`src/sv/ihw_pkg.sv`:
```
`default_nettype none

package ihw_pkg;

    // Storage depth of the record buffer and the widest record it can hold.
    localparam int BUF_DEPTH = 16;
    localparam int BUF_AW = $clog2(BUF_DEPTH);
    localparam int RECORD_BYTES_DEF = 16;

    // Command codes of the input word.
    localparam logic [1:0] CMD_DATA = 2'd0;
    localparam logic [1:0] CMD_SEEK = 2'd1;
    localparam logic [1:0] CMD_CLOSE = 2'd2;

    // Fixed characters of the hex text.
    localparam logic [7:0] CHAR_COLON = 8'h3A;
    localparam logic [7:0] CHAR_LF = 8'h0A;
    localparam logic [3:0] NIBBLE_MASK = 4'hF;

    // Byte positions of a record ahead of the data bytes.
    localparam logic [4:0] SEQ_COUNT = 5'd0;
    localparam logic [4:0] SEQ_ADDR_HI = 5'd1;
    localparam logic [4:0] SEQ_ADDR_LO = 5'd2;
    localparam logic [4:0] SEQ_TYPE = 5'd3;
    localparam logic [4:0] SEQ_DATA = 5'd4;

    typedef struct packed {
        logic [1:0]  cmd;
        logic [7:0]  data_byte;
        logic [15:0] load_address;
    } ihw_in_t;

    typedef struct packed {
        logic [7:0] out_char;
        logic       last_char;
    } ihw_out_t;

    typedef enum logic [2:0] {
        ST_IDLE,
        ST_COLON,
        ST_HI,
        ST_LO,
        ST_NL
    } ihw_state_t;

    // What follows once the record in flight is done.
    typedef enum logic [1:0] {
        POST_NONE,
        POST_SEEK,
        POST_END
    } ihw_post_t;

    // Commands from the controller to the datapath.
    typedef struct packed {
        logic take_in;
        logic seek_now;
        logic start_rec;
        logic rec_end;
        logic emit_colon;
        logic emit_hi;
        logic emit_lo;
        logic emit_nl;
        logic last;
        logic finish_rec;
        logic load_addr;
    } ihw_ctl_t;

    // Status from the datapath to the controller.
    typedef struct packed {
        logic count_zero;
        logic will_fill;
        logic at_csum;
        logic out_free;
    } ihw_sts_t;

    // Uppercase ASCII hex digit of a nibble.
    function automatic logic [7:0] hex_char(input logic [3:0] nib);
        logic [7:0] c;
        if (nib < 4'd10) begin
            c = 8'h30 + {4'd0, nib};
        end else begin
            c = 8'h37 + {4'd0, nib};
        end
        return c;
    endfunction

endpackage

`default_nettype wire

```
`src/sv/ihw_ctrl.sv`:
```
`default_nettype none

module ihw_ctrl (
    input  wire logic          aclk,
    input  wire logic          aresetn,
    input  wire logic          s_valid,
    output logic               s_ready,
    input  wire logic [1:0]    cmd,
    input  wire ihw_pkg::ihw_sts_t sts,
    output ihw_pkg::ihw_ctl_t  ctl
);

    ihw_pkg::ihw_state_t state_reg, state_next;
    ihw_pkg::ihw_post_t  post_reg, post_next;

    // State and pending follow-up registers.
    always_ff @(posedge aclk) begin
        if (!aresetn) begin
            state_reg <= ihw_pkg::ST_IDLE;
            post_reg <= ihw_pkg::POST_NONE;
        end else begin
            state_reg <= state_next;
            post_reg <= post_next;
        end
    end

    // Next state.
    always_comb begin
        state_next = state_reg;
        post_next = post_reg;
        case (state_reg)
            ihw_pkg::ST_IDLE: begin
                if (s_valid) begin
                    case (cmd)
                        ihw_pkg::CMD_DATA: begin
                            if (sts.will_fill) begin
                                state_next = ihw_pkg::ST_COLON;
                                post_next = ihw_pkg::POST_NONE;
                            end
                        end
                        ihw_pkg::CMD_SEEK: begin
                            if (!sts.count_zero) begin
                                state_next = ihw_pkg::ST_COLON;
                                post_next = ihw_pkg::POST_SEEK;
                            end
                        end
                        ihw_pkg::CMD_CLOSE: begin
                            state_next = ihw_pkg::ST_COLON;
                            post_next = sts.count_zero ? ihw_pkg::POST_NONE
                                                       : ihw_pkg::POST_END;
                        end
                        default: begin
                            state_next = ihw_pkg::ST_IDLE;
                        end
                    endcase
                end
            end
            ihw_pkg::ST_COLON: begin
                if (sts.out_free) begin
                    state_next = ihw_pkg::ST_HI;
                end
            end
            ihw_pkg::ST_HI: begin
                if (sts.out_free) begin
                    state_next = ihw_pkg::ST_LO;
                end
            end
            ihw_pkg::ST_LO: begin
                if (sts.out_free) begin
                    state_next = sts.at_csum ? ihw_pkg::ST_NL : ihw_pkg::ST_HI;
                end
            end
            ihw_pkg::ST_NL: begin
                if (sts.out_free) begin
                    state_next = (post_reg == ihw_pkg::POST_END) ? ihw_pkg::ST_COLON
                                                                 : ihw_pkg::ST_IDLE;
                    post_next = ihw_pkg::POST_NONE;
                end
            end
            default: begin
                state_next = ihw_pkg::ST_IDLE;
                post_next = ihw_pkg::POST_NONE;
            end
        endcase
    end

    // Datapath commands.
    always_comb begin
        ctl = '0;
        s_ready = 1'b0;
        case (state_reg)
            ihw_pkg::ST_IDLE: begin
                s_ready = 1'b1;
                if (s_valid) begin
                    ctl.take_in = 1'b1;
                    case (cmd)
                        ihw_pkg::CMD_DATA: begin
                            ctl.start_rec = sts.will_fill;
                        end
                        ihw_pkg::CMD_SEEK: begin
                            ctl.seek_now = sts.count_zero;
                            ctl.start_rec = !sts.count_zero;
                        end
                        ihw_pkg::CMD_CLOSE: begin
                            ctl.start_rec = 1'b1;
                            ctl.rec_end = sts.count_zero;
                        end
                        default: begin
                            ctl.take_in = 1'b1;
                        end
                    endcase
                end
            end
            ihw_pkg::ST_COLON: begin
                ctl.emit_colon = sts.out_free;
            end
            ihw_pkg::ST_HI: begin
                ctl.emit_hi = sts.out_free;
            end
            ihw_pkg::ST_LO: begin
                ctl.emit_lo = sts.out_free;
            end
            ihw_pkg::ST_NL: begin
                if (sts.out_free) begin
                    ctl.emit_nl = 1'b1;
                    ctl.finish_rec = 1'b1;
                    ctl.last = (post_reg != ihw_pkg::POST_END);
                    ctl.load_addr = (post_reg == ihw_pkg::POST_SEEK);
                    // A close that flushed a record goes on to the end record.
                    ctl.start_rec = (post_reg == ihw_pkg::POST_END);
                    ctl.rec_end = (post_reg == ihw_pkg::POST_END);
                end
            end
            default: begin
                ctl = '0;
            end
        endcase
    end

endmodule

`default_nettype wire

```
`src/sv/ihw_dpath.sv`:
```
`default_nettype none

module ihw_dpath #(
    parameter int RECORD_BYTES = ihw_pkg::RECORD_BYTES_DEF
) (
    input  wire logic              aclk,
    input  wire logic              aresetn,
    input  wire ihw_pkg::ihw_in_t  s_data,
    input  wire ihw_pkg::ihw_ctl_t ctl,
    output ihw_pkg::ihw_sts_t      sts,
    output logic                   m_valid,
    input  wire logic              m_ready,
    output ihw_pkg::ihw_out_t      m_data
);

    localparam logic [4:0] FILL_LEVEL = 5'(RECORD_BYTES);

    logic [7:0]  buf_mem [ihw_pkg::BUF_DEPTH];
    logic [4:0]  count_reg, count_next;
    logic [15:0] addr_reg, addr_next;
    logic [15:0] pend_reg;
    logic [7:0]  csum_reg, csum_next;
    logic [4:0]  seq_reg, seq_next;
    logic        type_reg;
    logic        m_valid_reg, m_valid_next;
    ihw_pkg::ihw_out_t m_data_reg, m_data_next;
    logic [7:0]  rd_byte_reg;

    logic [4:0]  count_inc;
    logic [4:0]  rd_idx;
    logic [7:0]  cur_byte;

    assign count_inc = count_reg + 5'd1;
    // The buffer read is registered and addressed by the byte position about to be current.
    assign rd_idx = seq_next - ihw_pkg::SEQ_DATA;

    // Status toward the controller.
    always_comb begin
        sts.count_zero = (count_reg == 5'd0);
        sts.will_fill = (count_inc >= FILL_LEVEL);
        sts.at_csum = ({1'b0, seq_reg} == ({1'b0, count_reg} + 6'd4));
        sts.out_free = !m_valid_reg || m_ready;
    end

    // Byte of the record at the current position.
    always_comb begin
        case (seq_reg)
            ihw_pkg::SEQ_COUNT:   cur_byte = {3'd0, count_reg};
            ihw_pkg::SEQ_ADDR_HI: cur_byte = addr_reg[15:8];
            ihw_pkg::SEQ_ADDR_LO: cur_byte = addr_reg[7:0];
            ihw_pkg::SEQ_TYPE:    cur_byte = {7'd0, type_reg};
            default: begin
                if (sts.at_csum) begin
                    cur_byte = 8'd0 - csum_reg;
                end else begin
                    cur_byte = rd_byte_reg;
                end
            end
        endcase
    end

    // Record buffer writes and registered reads.
    always_ff @(posedge aclk) begin
        if (ctl.take_in && (s_data.cmd == ihw_pkg::CMD_DATA)) begin
            buf_mem[count_reg[ihw_pkg::BUF_AW-1:0]] <= s_data.data_byte;
        end
        rd_byte_reg <= buf_mem[rd_idx[ihw_pkg::BUF_AW-1:0]];
    end

    // Count, address, checksum and byte position.
    always_comb begin
        count_next = count_reg;
        addr_next = addr_reg;
        csum_next = csum_reg;
        seq_next = seq_reg;
        if (ctl.take_in && (s_data.cmd == ihw_pkg::CMD_DATA)) begin
            count_next = count_inc;
        end
        if (ctl.seek_now) begin
            addr_next = s_data.load_address;
        end
        if (ctl.emit_lo) begin
            csum_next = csum_reg + cur_byte;
            seq_next = seq_reg + 5'd1;
        end
        if (ctl.finish_rec) begin
            addr_next = ctl.load_addr ? pend_reg : addr_reg + {11'd0, count_reg};
            count_next = 5'd0;
            csum_next = 8'd0;
        end
        if (ctl.start_rec) begin
            csum_next = 8'd0;
            seq_next = ihw_pkg::SEQ_COUNT;
        end
    end

    // Output word register.
    always_comb begin
        m_valid_next = m_valid_reg && !m_ready;
        m_data_next = m_data_reg;
        if (ctl.emit_colon) begin
            m_valid_next = 1'b1;
            m_data_next.out_char = ihw_pkg::CHAR_COLON;
            m_data_next.last_char = 1'b0;
        end else if (ctl.emit_hi) begin
            m_valid_next = 1'b1;
            m_data_next.out_char = ihw_pkg::hex_char(cur_byte[7:4]);
            m_data_next.last_char = 1'b0;
        end else if (ctl.emit_lo) begin
            m_valid_next = 1'b1;
            m_data_next.out_char = ihw_pkg::hex_char(cur_byte[3:0] & ihw_pkg::NIBBLE_MASK);
            m_data_next.last_char = 1'b0;
        end else if (ctl.emit_nl) begin
            m_valid_next = 1'b1;
            m_data_next.out_char = ihw_pkg::CHAR_LF;
            m_data_next.last_char = ctl.last;
        end
    end

    always_ff @(posedge aclk) begin
        if (!aresetn) begin
            count_reg <= 5'd0;
            addr_reg <= 16'd0;
            csum_reg <= 8'd0;
            seq_reg <= ihw_pkg::SEQ_COUNT;
            m_valid_reg <= 1'b0;
        end else begin
            count_reg <= count_next;
            addr_reg <= addr_next;
            csum_reg <= csum_next;
            seq_reg <= seq_next;
            m_valid_reg <= m_valid_next;
        end
    end

    // Payload registers need no reset.
    always_ff @(posedge aclk) begin
        m_data_reg <= m_data_next;
        if (ctl.take_in) begin
            pend_reg <= s_data.load_address;
        end
        if (ctl.start_rec) begin
            type_reg <= ctl.rec_end;
        end
    end

    assign m_valid = m_valid_reg;
    assign m_data = m_data_reg;

endmodule

`default_nettype wire

```
`src/sv/intel_hex_record_writer.sv`:
```
`default_nettype none

// Channel | Direction | Word type          | Handshake
// s_      | in        | ihw_pkg::ihw_in_t  | s_valid / s_ready
// m_      | out       | ihw_pkg::ihw_out_t | m_valid / m_ready
//
// An append that leaves the record open is simply stored. A record with n data
// bytes is sent as 2n+12 characters, one per cycle from the character sequencer
// while the output is free; a close that flushes an open record adds 12 more.
// The input is held off while a record is being sent; the last character of
// an item may still wait in the output register while the next item enters.
// Reset (aresetn low, synchronous) empties the record and clears the address.
module intel_hex_record_writer #(
    parameter int RECORD_BYTES = ihw_pkg::RECORD_BYTES_DEF
) (
    input  wire logic             aclk,
    input  wire logic             aresetn,
    input  wire logic             s_valid,
    output logic                  s_ready,
    input  wire ihw_pkg::ihw_in_t s_data,
    output logic                  m_valid,
    input  wire logic             m_ready,
    output ihw_pkg::ihw_out_t     m_data
);

    ihw_pkg::ihw_ctl_t ctl;
    ihw_pkg::ihw_sts_t sts;

    // Character sequencer.
    ihw_ctrl u_ctrl (
        .aclk    (aclk),
        .aresetn (aresetn),
        .s_valid (s_valid),
        .s_ready (s_ready),
        .cmd     (s_data.cmd),
        .sts     (sts),
        .ctl     (ctl)
    );

    // Record buffer, address, checksum and output word.
    ihw_dpath #(
        .RECORD_BYTES (RECORD_BYTES)
    ) u_dpath (
        .aclk    (aclk),
        .aresetn (aresetn),
        .s_data  (s_data),
        .ctl     (ctl),
        .sts     (sts),
        .m_valid (m_valid),
        .m_ready (m_ready),
        .m_data  (m_data)
    );

endmodule

`default_nettype wire
```
`config.mk`:
```
export PLATFORM = sky130hd
export DESIGN_NAME = intel_hex_record_writer
export DESIGN_NICKNAME = d
export VERILOG_FILES = /design/src/sv/ihw_pkg.sv /design/src/sv/ihw_ctrl.sv /design/src/sv/ihw_dpath.sv /design/src/sv/intel_hex_record_writer.sv
export SDC_FILE = /design/constraint.sdc
export NUM_CORES = 1
export LEC_CHECK = 0
export ABC_AREA = 1
export BUFFER_PORTS_ARGS = -buffer_cell sky130_fd_sc_hd__buf_2
export CORE_ASPECT_RATIO = 2
export CORE_UTILIZATION = 25
export CTS_CLUSTER_DIAMETER = 100
export DETAILED_ROUTE_END_ITERATION = 10
export GPL_ROUTABILITY_DRIVEN = 0
export PLACE_DENSITY_LB_ADDON = 0.3
export SETUP_SLACK_MARGIN = 0.5
export SYNTH_ARGS = -nofsm -noshare
export SYNTH_HDL_FRONTEND = slang
export SYNTH_SLANG_ARGS = --single-unit
```
`constraint.sdc`:
```
create_clock -name aclk -period 3.22 [get_ports aclk]
set_input_delay 0.644 -clock aclk [delete_from_list [all_inputs] [get_ports aclk]]
set_output_delay 0.644 -clock aclk [all_outputs]
set_load 0.01 [all_outputs]
```
==> results of run 1 <==
## cells in the mapped netlist, types with 4 or more instances
| cell | count | area (sq um) |
|---|---|---|
| buf_4 | 6 | 45.0 |
| nor2_4 | 4 | 45.0 |
| clkbuf_1 | 16 | 60.1 |
| xnor2_1 | 5 | 43.8 |
| o221ai_1 | 4 | 35.0 |
| nand3_1 | 70 | 350 |
| o31ai_1 | 5 | 37.5 |
| nand2_2 | 5 | 31.3 |
| inv_2 | 13 | 48.8 |
| o21ai_1 | 43 | 215 |
| o211ai_1 | 23 | 173 |
| nor2_1 | 122 | 458 |
| o21ai_0 | 73 | 365 |
| xor2_1 | 9 | 78.8 |
| nor3_1 | 12 | 60.1 |
| inv_1 | 99 | 372 |
| clkinv_1 | 9 | 33.8 |
| edfxtp_1 | 145 | 4350 |
| a221oi_1 | 4 | 35.0 |
| nand2_1 | 200 | 751 |
| a211oi_1 | 4 | 30.0 |
| nand4_1 | 6 | 37.5 |
| ha_1 | 32 | 400 |
| a21oi_1 | 85 | 425 |
| dfxtp_1 | 56 | 1120 |
| o22ai_1 | 4 | 25.0 |
| buf_2 | 11 | 55.1 |
| nand3b_1 | 4 | 30.0 |
## area by class of cell
cell class	count	area, sq um	area share [%]
tap	525	657	5.34
multi-input combinational	739	4160	33.8
clock buffer	23	553	4.49
clock inverter	13	174	1.41
timing repair buffer	111	810	6.58
inverter	122	465	3.78
sequential	201	5490	44.6
## repair_timing
action / 4_1_cts / 5_1_grt
endpoints found under the hold margin: 0 / 0
setup endpoints to repair: 13 / 17
pin swaps: 15 / 11
buffers inserted: 19 / 11
resized for setup: 36 / 27
cloned: 0 / 1
## routing by layer
| metal | wire length [um] | GRT usage (%) | vias up | share of wire [%] |
|---|---|---|---|---|
| li1 | - | - | 3957 | - |
| met5 | 0 | 0 | - | 0 |
| met2 | 17300 | 30.3 | 131 | 58 |
| met4 | 1570 | 7.95 | 0 | 5.3 |
| met1 | 9830 | 13.2 | 3716 | 33 |
| met3 | 879 | 1.52 | 67 | 3.0 |
## kinds of logic (layout without fill, tap and decap cells)
group	Yosys count	count (layout)	synth area share, %
flip-flops	201	201	54.8
buffers and inverters	157	269	6.44
other	1	1	0.0375
XOR/XNOR	14	14	1.23
AND/OR/NAND/NOR	437	437	19.0
AO/OA/AOI/OAI	253	253	14.1
adder cells (fa/ha/maj)	34	34	4.41
## worst paths after layout
| check | end | cells past startpoint | start |
|---|---|---|---|
| setup / recovery | u_dpath.csum_reg[6]$_SDFFE_PP0P_ | 20 | u_dpath.count_reg[2]$_SDFFE_PP0P_ |
| hold / removal | u_dpath.pend_reg[6]$_DFFE_PP_ | 1 | s_data[6] |
| setup reg to reg | u_dpath.csum_reg[6]$_SDFFE_PP0P_ | 20 | u_dpath.count_reg[2]$_SDFFE_PP0P_ |
| hold reg to reg | u_dpath.m_data[2]$_SDFFE_PP1P_ | 2 | u_dpath.m_data[2]$_SDFFE_PP1P_ |
## report_power, final
| part | internal, mW | leakage (nW) | switching [mW] | total (mW) |
|---|---|---|---|---|
| Combinational | 0.475 | 2.67 | 0.922 | 1.40 |
| Sequential | 2.93 | 1.77 | 0.0977 | 3.03 |
| Clock | 1.56 | 0.355 | 1.06 | 2.62 |
| Total | 4.97 | 4.80 | 2.08 | 7.04 |
## placed cells by master, fill, tap and decap left out, types with 39 or more instances in the layout
cell / netlist / routed
dfxtp_1: 56 / 52
inv_1: 99 / 88
buf_2: 11 / 39
a21oi_1: 85 / 83
nand2_1: 200 / 187
nor2_1: 122 / 115
o21ai_1: 43 / 45
o21ai_0: 73 / 70
edfxtp_1: 145 / 145
buf_4: 6 / 63
nand3_1: 70 / 63
## critical path, cell delays in order, from the launching register on
cell      delay (ns)
dfxtp_4         0.40
inv_4           0.05
ha_4            0.28
inv_2           0.04
nand2_1         0.04
nand2_1         0.05
nor2_1          0.09
nand2_1         0.09
nor2_4          0.15
nand2_1         0.07
o211ai_1        0.08
nand2_1         0.12
ha_2            0.20
fa_2            0.35
inv_2           0.07
o31ai_2         0.07
and2_4          0.14
o21ai_1         0.12
nand2_1         0.08
xnor2_1         0.14
a21oi_1         0.08
==> impl_metrics.py, run 1 <==
metrics = {
    "synthesis": {
        "top_reg_cell_synth": "edfxtp_1",
        "async_flop_share_pct": 0,
        "yosysWarningCount": 0,
        "synth_sequential_area_ratio_pct": 54.8,
        "synth_cell_type_count": 46,
        "synth_area_sq_mm": 0.00999,
        "number_of_enable_flip_flop_cells_after_synthesis": 145,
        "synth_register_bits": 201,
        "post_synth.cell_area_avg_sq_um": 9.11,
        "synth_cells": 1097,
        "syn-num-nets": 1161,
    },
    "detailed_routing": {
        "avgViaCountPerCell": 4.54,
        "routed_wire_length_per_instance_um": 17.0,
        "drt_iter0_drc": 509,
        "ant_nets": 0,
        "detailroute.via_count": 7871,
        "drtPass1Iterations": 5,
        "drt_wl_total_mm": 29.6,
        "detail_route.drc_violations": 0,
    },
    "critical_path": {
        "critical_path_required_ns": 3.61,
        "timing.critical_path.fanout_max": 5,
        "timing.reg2reg.setup_slack_ns": 0.39,
        "critical_path_arrival_ns": 3.22,
        "endpoint_kind": "flip-flop",
        "crit_path_start_kind": "flip-flop",
        "timing.setup.critical_path_class": "reg -> reg",
    },
    "worst_hold_path": {
        "worstHoldPathType": "in -> reg",
    },
    "timing": {
        "max_freq_mhz": 354,
        "setup_clock_skew_after_layout_ns": 0.0118,
        "final_period_minus_worst_setup_slack_ns": 2.83,
        "max_slew_margin_pct": 58.2,
        "min_period_over_period_pct": 87.8,
        "worst_hold_slack_ns": 0.316,
        "finalHoldViolations": 0,
        "final_critical_path_setup_slack_ns": 0.391,
        "rsz_0062_raised_after_global_routing": "yes",
        "worst_pin_slew_ns": 0.624,
        "tns_ns": 0,
        "final-max-slew-violation-count": 0,
        "final-setup-viol-count": 0,
    },
    "grt": {
        "global_routing_usage_summed_across_all_routing_layers_pct": 14.6,
        "grt_pass1_vias": 7935,
        "grt_first_pass_wirelength_mm": 45.0,
        "globalRouteOverflowTotal": 0,
        "grt_start_max_net_pins": 66,
        "grt_antenna_before_repair": 0,
    },
    "clock_tree": {
        "clk_latency_ns": 0.51,
        "clock_tree_from_tritoncts": "built",
        "cts_hold_repair.buffers": 0,
        "clockBufferDepth": 3,
        "clk_pin_slew_ns": 0.07,
        "cts_inserted_buffers": 20,
        "numClockSinks": 201,
        "cts-root-buf": "clkbuf_16",
        "ctsHtreeMaxLevel": 1,
    },
    "power_and_ir_drop": {
        "power.density_cell_area_mw_per_mm2": 572,
        "leakage_nw": 4.80,
        "ir_drop_mv": 0.274,
        "total_power_mw": 7.04,
    },
    "placement": {
        "port_buffers": 39,
        "detailedPlace.worstSlack_ns": 0.146,
        "dpl.cell_count": 1667,
        "post_dp_cell_area_sq_mm": 0.0111,
        "place.detailed.hpwl_mm": 21.3,
    },
    "final_layout": {
        "areaGrowthSynthToFinish_pct": 23.2,
        "final_cells": 1734,
        "largest_reg_flops": 128,
        "design.final.nets": 1259,
        "final_layout_size_suffix_gt1_share_pct": 19.9,
        "antenna_cells": 0,
        "final_cell_area_sq_mm": 0.0123,
        "n_fill_cell": 4181,
        "final_core_util_pct": 31.2,
    },
    "floorplanning": {
        "die_w_um": 143,
        "floorplan.die_area_sq_mm": 0.0408,
        "floorplan.rows": 103,
        "y_dimension_of_the_die_um": 285,
        "floorplan.initialDensity_pct": 25.3,
        "core_sq_mm": 0.0394,
        "ioPinCount": 41,
    },
    "flow_run": {
        "max_cap_viol_count": 0,
    },
    "outcome": {
        "run_status": "finished clean",
    },
}
No activity file was read; power rests on OpenSTA's default activity.
==> run 2, diff against run 1 <==
--- a/config.mk
+++ b/config.mk
@@ -5,7 +5,6 @@
 export SDC_FILE = /design/constraint.sdc
 export NUM_CORES = 1
 export LEC_CHECK = 0
-export ABC_AREA = 1
 export BUFFER_PORTS_ARGS = -buffer_cell sky130_fd_sc_hd__buf_2
 export CORE_ASPECT_RATIO = 2
 export CORE_UTILIZATION = 25
==> run 2 against run 1 <==
Net effect: the flow now finishes with violations (negative setup slack); flip-flop and latch count is the same; critical endpoint is now u_dpath.csum_reg[7]$_SDFFE_PP0P_; design area grew 1.3%; critical path type unchanged; maximum frequency shrank 15%; synthesized cell count shrank 22%; via count decreased by 9.0%; register-to-register slack got worse by 0.51 ns; first-iteration DRC count shrank 43%; combinational power down 63%; largest power group unchanged.
==> impl_metrics.py, run 2 <==
metrics = {
    "placement": {
        "port_buffers": 39,
        "place.detailed.hpwl_mm": 21.0,
        "post_dp_cell_area_sq_mm": 0.0112,
    },
    "worst_hold_path": {
        "worstHoldEndpoint": "u_dpath.pend_reg[10]$_DFFE_PP_",
        "worstHoldPathType": "in -> reg",
        "timing.hold.worst_path_depth": 1,
        "min_from": "s_data[10]",
    },
    "critical_path": {
        "cp_cell_sequence": "inv_4 > ha_4 > xnor2_2 > nand3_2 > buf_4 > nor4_4 > and3b_2 > inv_2 > ha_1 > a21oi_2 > nor2b_1 > o21a_1 > o41a_1 > xnor2_1 > or3_1 > a21oi_1",
        "timing.setup.critical_path_class": "reg -> reg",
        "ff2ff_path_depth": 16,
        "crit_path_start_kind": "flip-flop",
        "critical_path_required_ns": 3.66,
        "timing.reg2reg.setup_slack_ns": -0.11,
        "regToRegStartpoint": "u_dpath.count_reg[3]$_SDFFE_PP0P_",
        "critPathSlowestCell": "dfxtp_4",
        "sum_of_buffers_and_inverters_on_the_critical_path": 3,
        "crit-reg2reg-capture": "u_dpath.csum_reg[7]$_SDFFE_PP0P_",
        "slowest_stage_delay_cp_ns": 0.39,
        "critical-path-top-delay-family": "simple AND/OR/NAND/NOR gates",
        "endpoint_kind": "flip-flop",
        "critical_path_arrival_ns": 3.77,
        "timing.critical_path.fanout_max": 4,
    },
    "timing": {
        "max_freq_mhz": 300,
        "final_period_minus_worst_setup_slack_ns": 3.33,
        "setup_clock_skew_after_layout_ns": 0.0186,
        "min_period_over_period_pct": 104,
        "finalHoldViolations": 0,
        "worst_hold_slack_ns": 0.324,
        "tns_ns": -0.115,
        "final-setup-viol-count": 1,
        "final-max-slew-violation-count": 0,
        "max_slew_margin_pct": 34.0,
        "rsz_0062_raised_after_global_routing": "yes",
        "final_critical_path_setup_slack_ns": -0.115,
        "worst_pin_slew_ns": 0.990,
    },
    "detailed_routing": {
        "ant_nets": 0,
        "drt_iter0_drc": 290,
        "drt_wl_total_mm": 30.1,
        "detail_route.drc_violations": 0,
        "drtPass1Iterations": 4,
        "avgViaCountPerCell": 4.73,
        "detailroute.via_count": 7166,
        "routed_wire_length_per_instance_um": 19.9,
    },
    "final_layout": {
        "final_cell_area_sq_mm": 0.0125,
        "most-common-layout-cells": "edfxtp_1, buf_4, nor2_1",
        "areaGrowthSynthToFinish_pct": 27.4,
        "design.final.nets": 1045,
        "antenna_cells": 0,
        "mostFrequentLayoutCell": "edfxtp_1",
        "final_layout_size_suffix_gt1_share_pct": 27.1,
        "n_fill_cell": 3892,
        "largest_reg_flops": 128,
    },
    "floorplanning": {
        "y_dimension_of_the_die_um": 282,
        "core_sq_mm": 0.0387,
        "floorplan.rows": 102,
        "floorplan.initialDensity_pct": 25.3,
        "ioPinCount": 41,
        "floorplan.die_area_sq_mm": 0.0400,
        "die_w_um": 142,
    },
    "clock_tree": {
        "cts-root-buf": "clkbuf_16",
        "ctsHtreeMaxLevel": 1,
        "cts_inserted_buffers": 19,
        "clock_tree_from_tritoncts": "built",
        "numClockSinks": 201,
        "clk_latency_ns": 0.51,
        "clockBufferDepth": 3,
        "clk_pin_slew_ns": 0.07,
    },
    "synthesis": {
        "top_reg_cell_synth": "edfxtp_1",
        "number_of_enable_flip_flop_cells_after_synthesis": 145,
        "yosys.cell_count.top_type": "edfxtp_1",
        "yosysWarningCount": 0,
        "synth_cell_type_count": 68,
        "synth_cells": 857,
        "async_flop_share_pct": 0,
        "synth_largest_type_area_fraction_pct": 44.5,
        "netlist_top_cells_count": "edfxtp_1, nor2_1, dfxtp_1",
        "post_synth.cell_area_avg_sq_um": 11.4,
        "synth.area.top_cells": "edfxtp_1, dfxtp_1, mux2i_1, ha_1, nor2_1",
        "synth_register_bits": 201,
        "synth_area_sq_mm": 0.00979,
        "syn-num-nets": 921,
        "synth_sequential_area_ratio_pct": 55.9,
        "synth_top_cell_by_area": "edfxtp_1",
    },
    "outcome": {
        "run_status": "complete, but fails checks",
        "failed_checks": "negative setup slack",
    },
    "grt": {
        "global_routing_usage_summed_across_all_routing_layers_pct": 14.9,
        "globalRouteOverflowTotal": 0,
        "grt_pass1_vias": 7414,
        "grt_start_max_net_pins": 33,
        "grt_first_pass_wirelength_mm": 44.2,
        "grt_antenna_before_repair": 0,
    },
    "flow_run": {
        "max_cap_viol_count": 0,
    },
    "power_and_ir_drop": {
        "power.density_cell_area_mw_per_mm2": 450,
        "ir_drop_mv": 0.191,
        "leakage_nw": 4.70,
    },
}
run 2: cell count changes in the layout (fill, tap and decap cells not counted), moves of 22 or more:
cell     change
a21oi_1     -46
buf_4       +27
inv_1       -68
mux2i_1     +39
nand2_1    -134
nand3_1     -41
nor2_1      -49
nor3_1      +22
o21ai_0     -26
o21ai_1     -36
run 2: metal layers:
layer  part of all wire (%)  vias to the layer above  track usage (%)
met3                    2.4                       72             1.38
met2                     60                      133             30.7
li1                       -                     3470                -
met5                      0                        -                0
met1                     32                     3491             13.3
met4                    6.0                        0             9.59
run 2: how the worst max path moves through the flow:
| stage | slack (ns) | cells after the start | startpoint | endpoint |
|---|---|---|---|---|
| final | -0.11 | 16 | u_dpath.count_reg[3]$_SDFFE_PP0P_ | u_dpath.csum_reg[7]$_SDFFE_PP0P_ |
| after global routing | -0.28 | 16 | u_dpath.count_reg[3]$_SDFFE_PP0P_ | u_dpath.csum_reg[7]$_SDFFE_PP0P_ |
| after CTS | -0.11 | 17 | u_dpath.count_reg[3]$_SDFFE_PP0P_ | u_dpath.csum_reg[7]$_SDFFE_PP0P_ |
| after detailed placement | -0.21 | 16 | u_dpath.seq_reg[1]$_SDFF_PN0_ | u_dpath.csum_reg[7]$_SDFFE_PP0P_ |
| after global placement | -0.16 | 17 | u_dpath.count_reg[3]$_SDFFE_PP0P_ | u_dpath.csum_reg[7]$_SDFFE_PP0P_ |
| after floorplan | -0.28 | 15 | u_dpath.count_reg[2]$_SDFFE_PP0P_ | u_dpath.csum_reg[7]$_SDFFE_PP0P_ |
run 2: cell type report:
cell class	count	area (sq um)	area share, %
clock buffers	20	479	3.84
inverters	26	104	0.833
flip-flops and latches	201	5500	44.1
multi-input cells	583	4370	35.1
repair buffers	150	1270	10.2
clock inverters	14	97.6	0.783
well taps	520	651	5.22
run 2: logic make-up after synthesis:
group                      count (synthesis)  synth area share, %
adders and majority gates                 34                 4.50
muxes                                     63                 6.70
other                                      1               0.0383
AOI/OAI and AO/OA                        192                 13.1
xor gates and xnor gates                  41                 3.91
DFF                                      201                 55.9
buffers and inverters                     73                 3.15
and+or+nand+nor                          252                 12.7
run 2: where the power goes:
group          internal (mW)  switching [mW]  total, mW
sequential              2.85          0.0587       2.91
clock                   1.17            1.01       2.18
combinational          0.215           0.302      0.516
run 2: metrics by stage:
stage | instances | setup slack (ns) | util, % | power, mW
final | 1514 | -0.115 | 32.2 | 5.61
after detailed placement | 1454 | -0.211 | 28.9 | 3.44
after global routing | 1514 | -0.282 | 32.2 | 5.80
after global placement | 1454 | -0.160 | 28.9 | 3.43
after CTS | 1501 | -0.111 | 31.3 | 5.65
after floorplan | 857 | -0.275 | - | 3.20
run 2: worst reg2reg max path, delay by kind of cell, from the launching register on:
kind	cells	cell delay (ns)
xor gates and xnor gates	2	0.29
adders and majority gates	2	0.49
DFF	1	0.39
buffers and inverters	3	0.29
and+or+nand+nor	5	1.03
AOI/OAI and AO/OA	4	0.79
run 2: what timing repair did:
action                     in CTS  in global routing
cloned                          4                  4
hold buffers                    0                  0
pin swaps                      21                 23
setup buffers                   9                  9
resized for setup              41                 53
setup endpoints to repair      16                 91
==> run 3, diff against run 2 <==
--- a/config.mk
+++ b/config.mk
@@ -6,6 +6,8 @@
 export NUM_CORES = 1
 export LEC_CHECK = 0
 export BUFFER_PORTS_ARGS = -buffer_cell sky130_fd_sc_hd__buf_2
+export CELL_PAD_IN_SITES_DETAIL_PLACEMENT = 1
+export CELL_PAD_IN_SITES_GLOBAL_PLACEMENT = 1
 export CORE_ASPECT_RATIO = 2
 export CORE_UTILIZATION = 25
 export CTS_CLUSTER_DIAMETER = 100
==> run 3 against run 2 <==
Net effect: the run still ends with negative setup slack left; maximum frequency down 3.0%; total power up 1.9%; flip-flop and latch count unchanged; critical path depth up 1; sequential power about the same; core utilization about the same; worst hold slack better by 0.0028 ns; critical path type unchanged; largest power group unchanged.
==> impl_metrics.py, run 3 (same netlist as run 2, synthesis figures left out) <==
metrics = {
    "power_and_ir_drop": {
        "cellInternalPower_mw": 4.31,
        "leakage_nw": 4.70,
        "switchingPower_mw": 1.40,
        "power_frac_clock_pct": 40.1,
        "power_switching_share_pct": 24.6,
        "part_of_the_power_in_registers_pct": 50.9,
        "share_of_total_power_in_combinational_logic_pct": 9.1,
        "ir_drop_mv": 0.302,
        "power.density_cell_area_mw_per_mm2": 457,
    },
    "worst_hold_path": {
        "min_from": "s_data[4]",
        "timing.hold.worst_path_depth": 1,
        "worstHoldEndpoint": "u_dpath.pend_reg[4]$_DFFE_PP_",
        "worstHoldPathType": "in -> reg",
    },
    "grt": {
        "grt_pass1_vias": 7953,
        "grt_start_max_net_pins": 33,
        "globalRouteOverflowTotal": 0,
        "global_routing_usage_summed_across_all_routing_layers_pct": 16.4,
        "grt_first_pass_wirelength_mm": 48.0,
        "grt_antenna_before_repair": 0,
    },
    "clock_tree": {
        "cts_hold_repair.buffers": 0,
        "clk_pin_slew_ns": 0.07,
        "cts_inserted_buffers": 20,
        "clk_latency_ns": 0.53,
        "cts-root-buf": "clkbuf_16",
        "clockBufferDepth": 3,
        "clock_tree_from_tritoncts": "built",
        "numClockSinks": 201,
        "ctsHtreeMaxLevel": 1,
    },
    "floorplanning": {
        "die_w_um": 142,
        "floorplan.rows": 102,
        "ioPinCount": 41,
        "y_dimension_of_the_die_um": 282,
        "floorplan.die_area_sq_mm": 0.0400,
        "floorplan.initialDensity_pct": 25.3,
        "core_sq_mm": 0.0387,
    },
    "timing": {
        "finalHoldViolations": 0,
        "worst_pin_slew_ns": 0.916,
        "final_critical_path_setup_slack_ns": -0.217,
        "final-max-slew-violation-count": 0,
        "worst_hold_slack_ns": 0.327,
        "tns_ns": -0.363,
        "max_slew_margin_pct": 38.9,
        "final-setup-viol-count": 2,
        "rsz_0062_raised_after_global_routing": "yes",
        "final_period_minus_worst_setup_slack_ns": 3.44,
        "max_freq_mhz": 291,
        "min_period_over_period_pct": 107,
        "setup_clock_skew_after_layout_ns": 0.0347,
    },
    "final_layout": {
        "final_core_util_pct": 32.3,
        "antenna_cells": 0,
        "n_fill_cell": 4204,
        "final_layout_size_suffix_gt1_share_pct": 27.6,
        "mostFrequentLayoutCell": "edfxtp_1",
        "final_cell_area_sq_mm": 0.0125,
        "design.final.nets": 1043,
        "most-common-layout-cells": "edfxtp_1, buf_4, nor2_1",
        "areaGrowthSynthToFinish_pct": 27.6,
        "largest_reg_flops": 128,
    },
    "critical_path": {
        "crit_path_start_kind": "flip-flop",
        "critical_path_arrival_ns": 3.90,
        "timing.reg2reg.setup_slack_ns": -0.22,
        "timing.critical_path.fanout_max": 3,
        "ff2ff_path_depth": 17,
        "critical_path_required_ns": 3.68,
        "endpoint_kind": "flip-flop",
        "regToRegStartpoint": "u_dpath.count_reg[3]$_SDFFE_PP0P_",
        "timing.setup.critical_path_class": "reg -> reg",
        "crit-reg2reg-capture": "u_dpath.csum_reg[7]$_SDFFE_PP0P_",
    },
    "detailed_routing": {
        "avgViaCountPerCell": 4.87,
        "drtPass1Iterations": 7,
        "drt_wl_total_mm": 32.2,
        "routed_wire_length_per_instance_um": 21.3,
        "ant_nets": 0,
        "detail_route.drc_violations": 0,
        "detailroute.via_count": 7362,
        "drt_iter0_drc": 363,
    },
    "flow_run": {
        "max_cap_viol_count": 0,
    },
    "placement": {
        "post_dp_cell_area_sq_mm": 0.0112,
        "port_buffers": 39,
        "place.detailed.hpwl_mm": 23.5,
    },
    "outcome": {
        "failed_checks": "negative setup slack",
        "run_status": "complete, but fails checks",
    },
}
==> run 3: cell types whose count changed in the layout (fill, tap and decap cells not counted), moves of 3 or more <==
cell	change
clkbuf_1	+7
clkinv_1	-7
buf_4	-4
a21oi_1	-3
a21oi_2	+3
==> run 3: critical path, cell delays in order (launching register included) <==
cell     delay [ns]
dfxtp_4        0.38
inv_4          0.04
ha_4           0.25
xnor2_4        0.17
nand3_4        0.12
buf_6          0.14
buf_4          0.13
nor4_2         0.25
and3b_2        0.25
inv_2          0.08
ha_4           0.20
a21oi_2        0.17
nor2b_1        0.06
o21a_1         0.18
o41a_1         0.33
xnor2_1        0.15
or3_1          0.35
a21oi_2        0.12
==> run 3: worst max-delay path by stage <==
stage | start | depth (start not counted) | slack, ns | to
floorplan | u_dpath.count_reg[2]$_SDFFE_PP0P_ | 15 | -0.28 | u_dpath.csum_reg[7]$_SDFFE_PP0P_
global placement | u_dpath.count_reg[2]$_SDFFE_PP0P_ | 15 | -0.17 | u_dpath.csum_reg[7]$_SDFFE_PP0P_
detailed placement | u_dpath.count_reg[3]$_SDFFE_PP0P_ | 17 | -0.25 | u_dpath.csum_reg[7]$_SDFFE_PP0P_
CTS | u_dpath.count_reg[3]$_SDFFE_PP0P_ | 17 | -0.22 | u_dpath.csum_reg[7]$_SDFFE_PP0P_
global route | u_dpath.seq_reg[3]$_SDFF_PN0_ | 13 | -0.43 | u_dpath.csum_reg[7]$_SDFFE_PP0P_
finish | u_dpath.count_reg[3]$_SDFFE_PP0P_ | 17 | -0.22 | u_dpath.csum_reg[7]$_SDFFE_PP0P_
==> run 3: timing repair <==
action                                  CTS  global route
pin swaps                                28            27
gates resized for setup                  50            52
setup buffers                             8             8
endpoints found under the setup margin   15            25
cloned                                    4             1
==> run 3: cell type report <==
cell class	instances	area [sq um]	share of cell area, %
clock buffer	28	531	4.25
sequential	201	5500	44.0
inverter	26	108	0.862
clock inverter	8	83.8	0.671
tap	520	651	5.21
timing repair buffer	147	1230	9.87
multi-input combinational	583	4380	35.1
==> run 3: stage by stage <==
stage	instances	total power, mW	worst slack (ns)
after floorplan	857	3.20	-0.275
after global placement	1456	3.44	-0.171
after detailed placement	1456	3.45	-0.251
after CTS	1504	5.77	-0.219
after global routing	1513	5.92	-0.430
final	1513	5.71	-0.217
==> run 3: metal layers <==
metal,up-vias,routed length (um),global-route usage (%)
li1,3467,-,-
met4,0,2060,10.3
met5,-,0,0
met2,122,19400,34.6
met3,85,699,1.63
met1,3688,10100,14.0
==> run 3: power groups by stage <==
| stage | sequential (mW) | clock [mW] | combinational, mW |
|---|---|---|---|
| final | 2.90 | 2.29 | 0.517 |
| after global routing | 2.91 | 2.44 | 0.570 |
| after floorplan | 2.96 | 0 | 0.239 |
| after global placement | 2.96 | 0 | 0.480 |
| after CTS | 2.91 | 2.34 | 0.513 |
| after detailed placement | 2.96 | 0 | 0.486 |
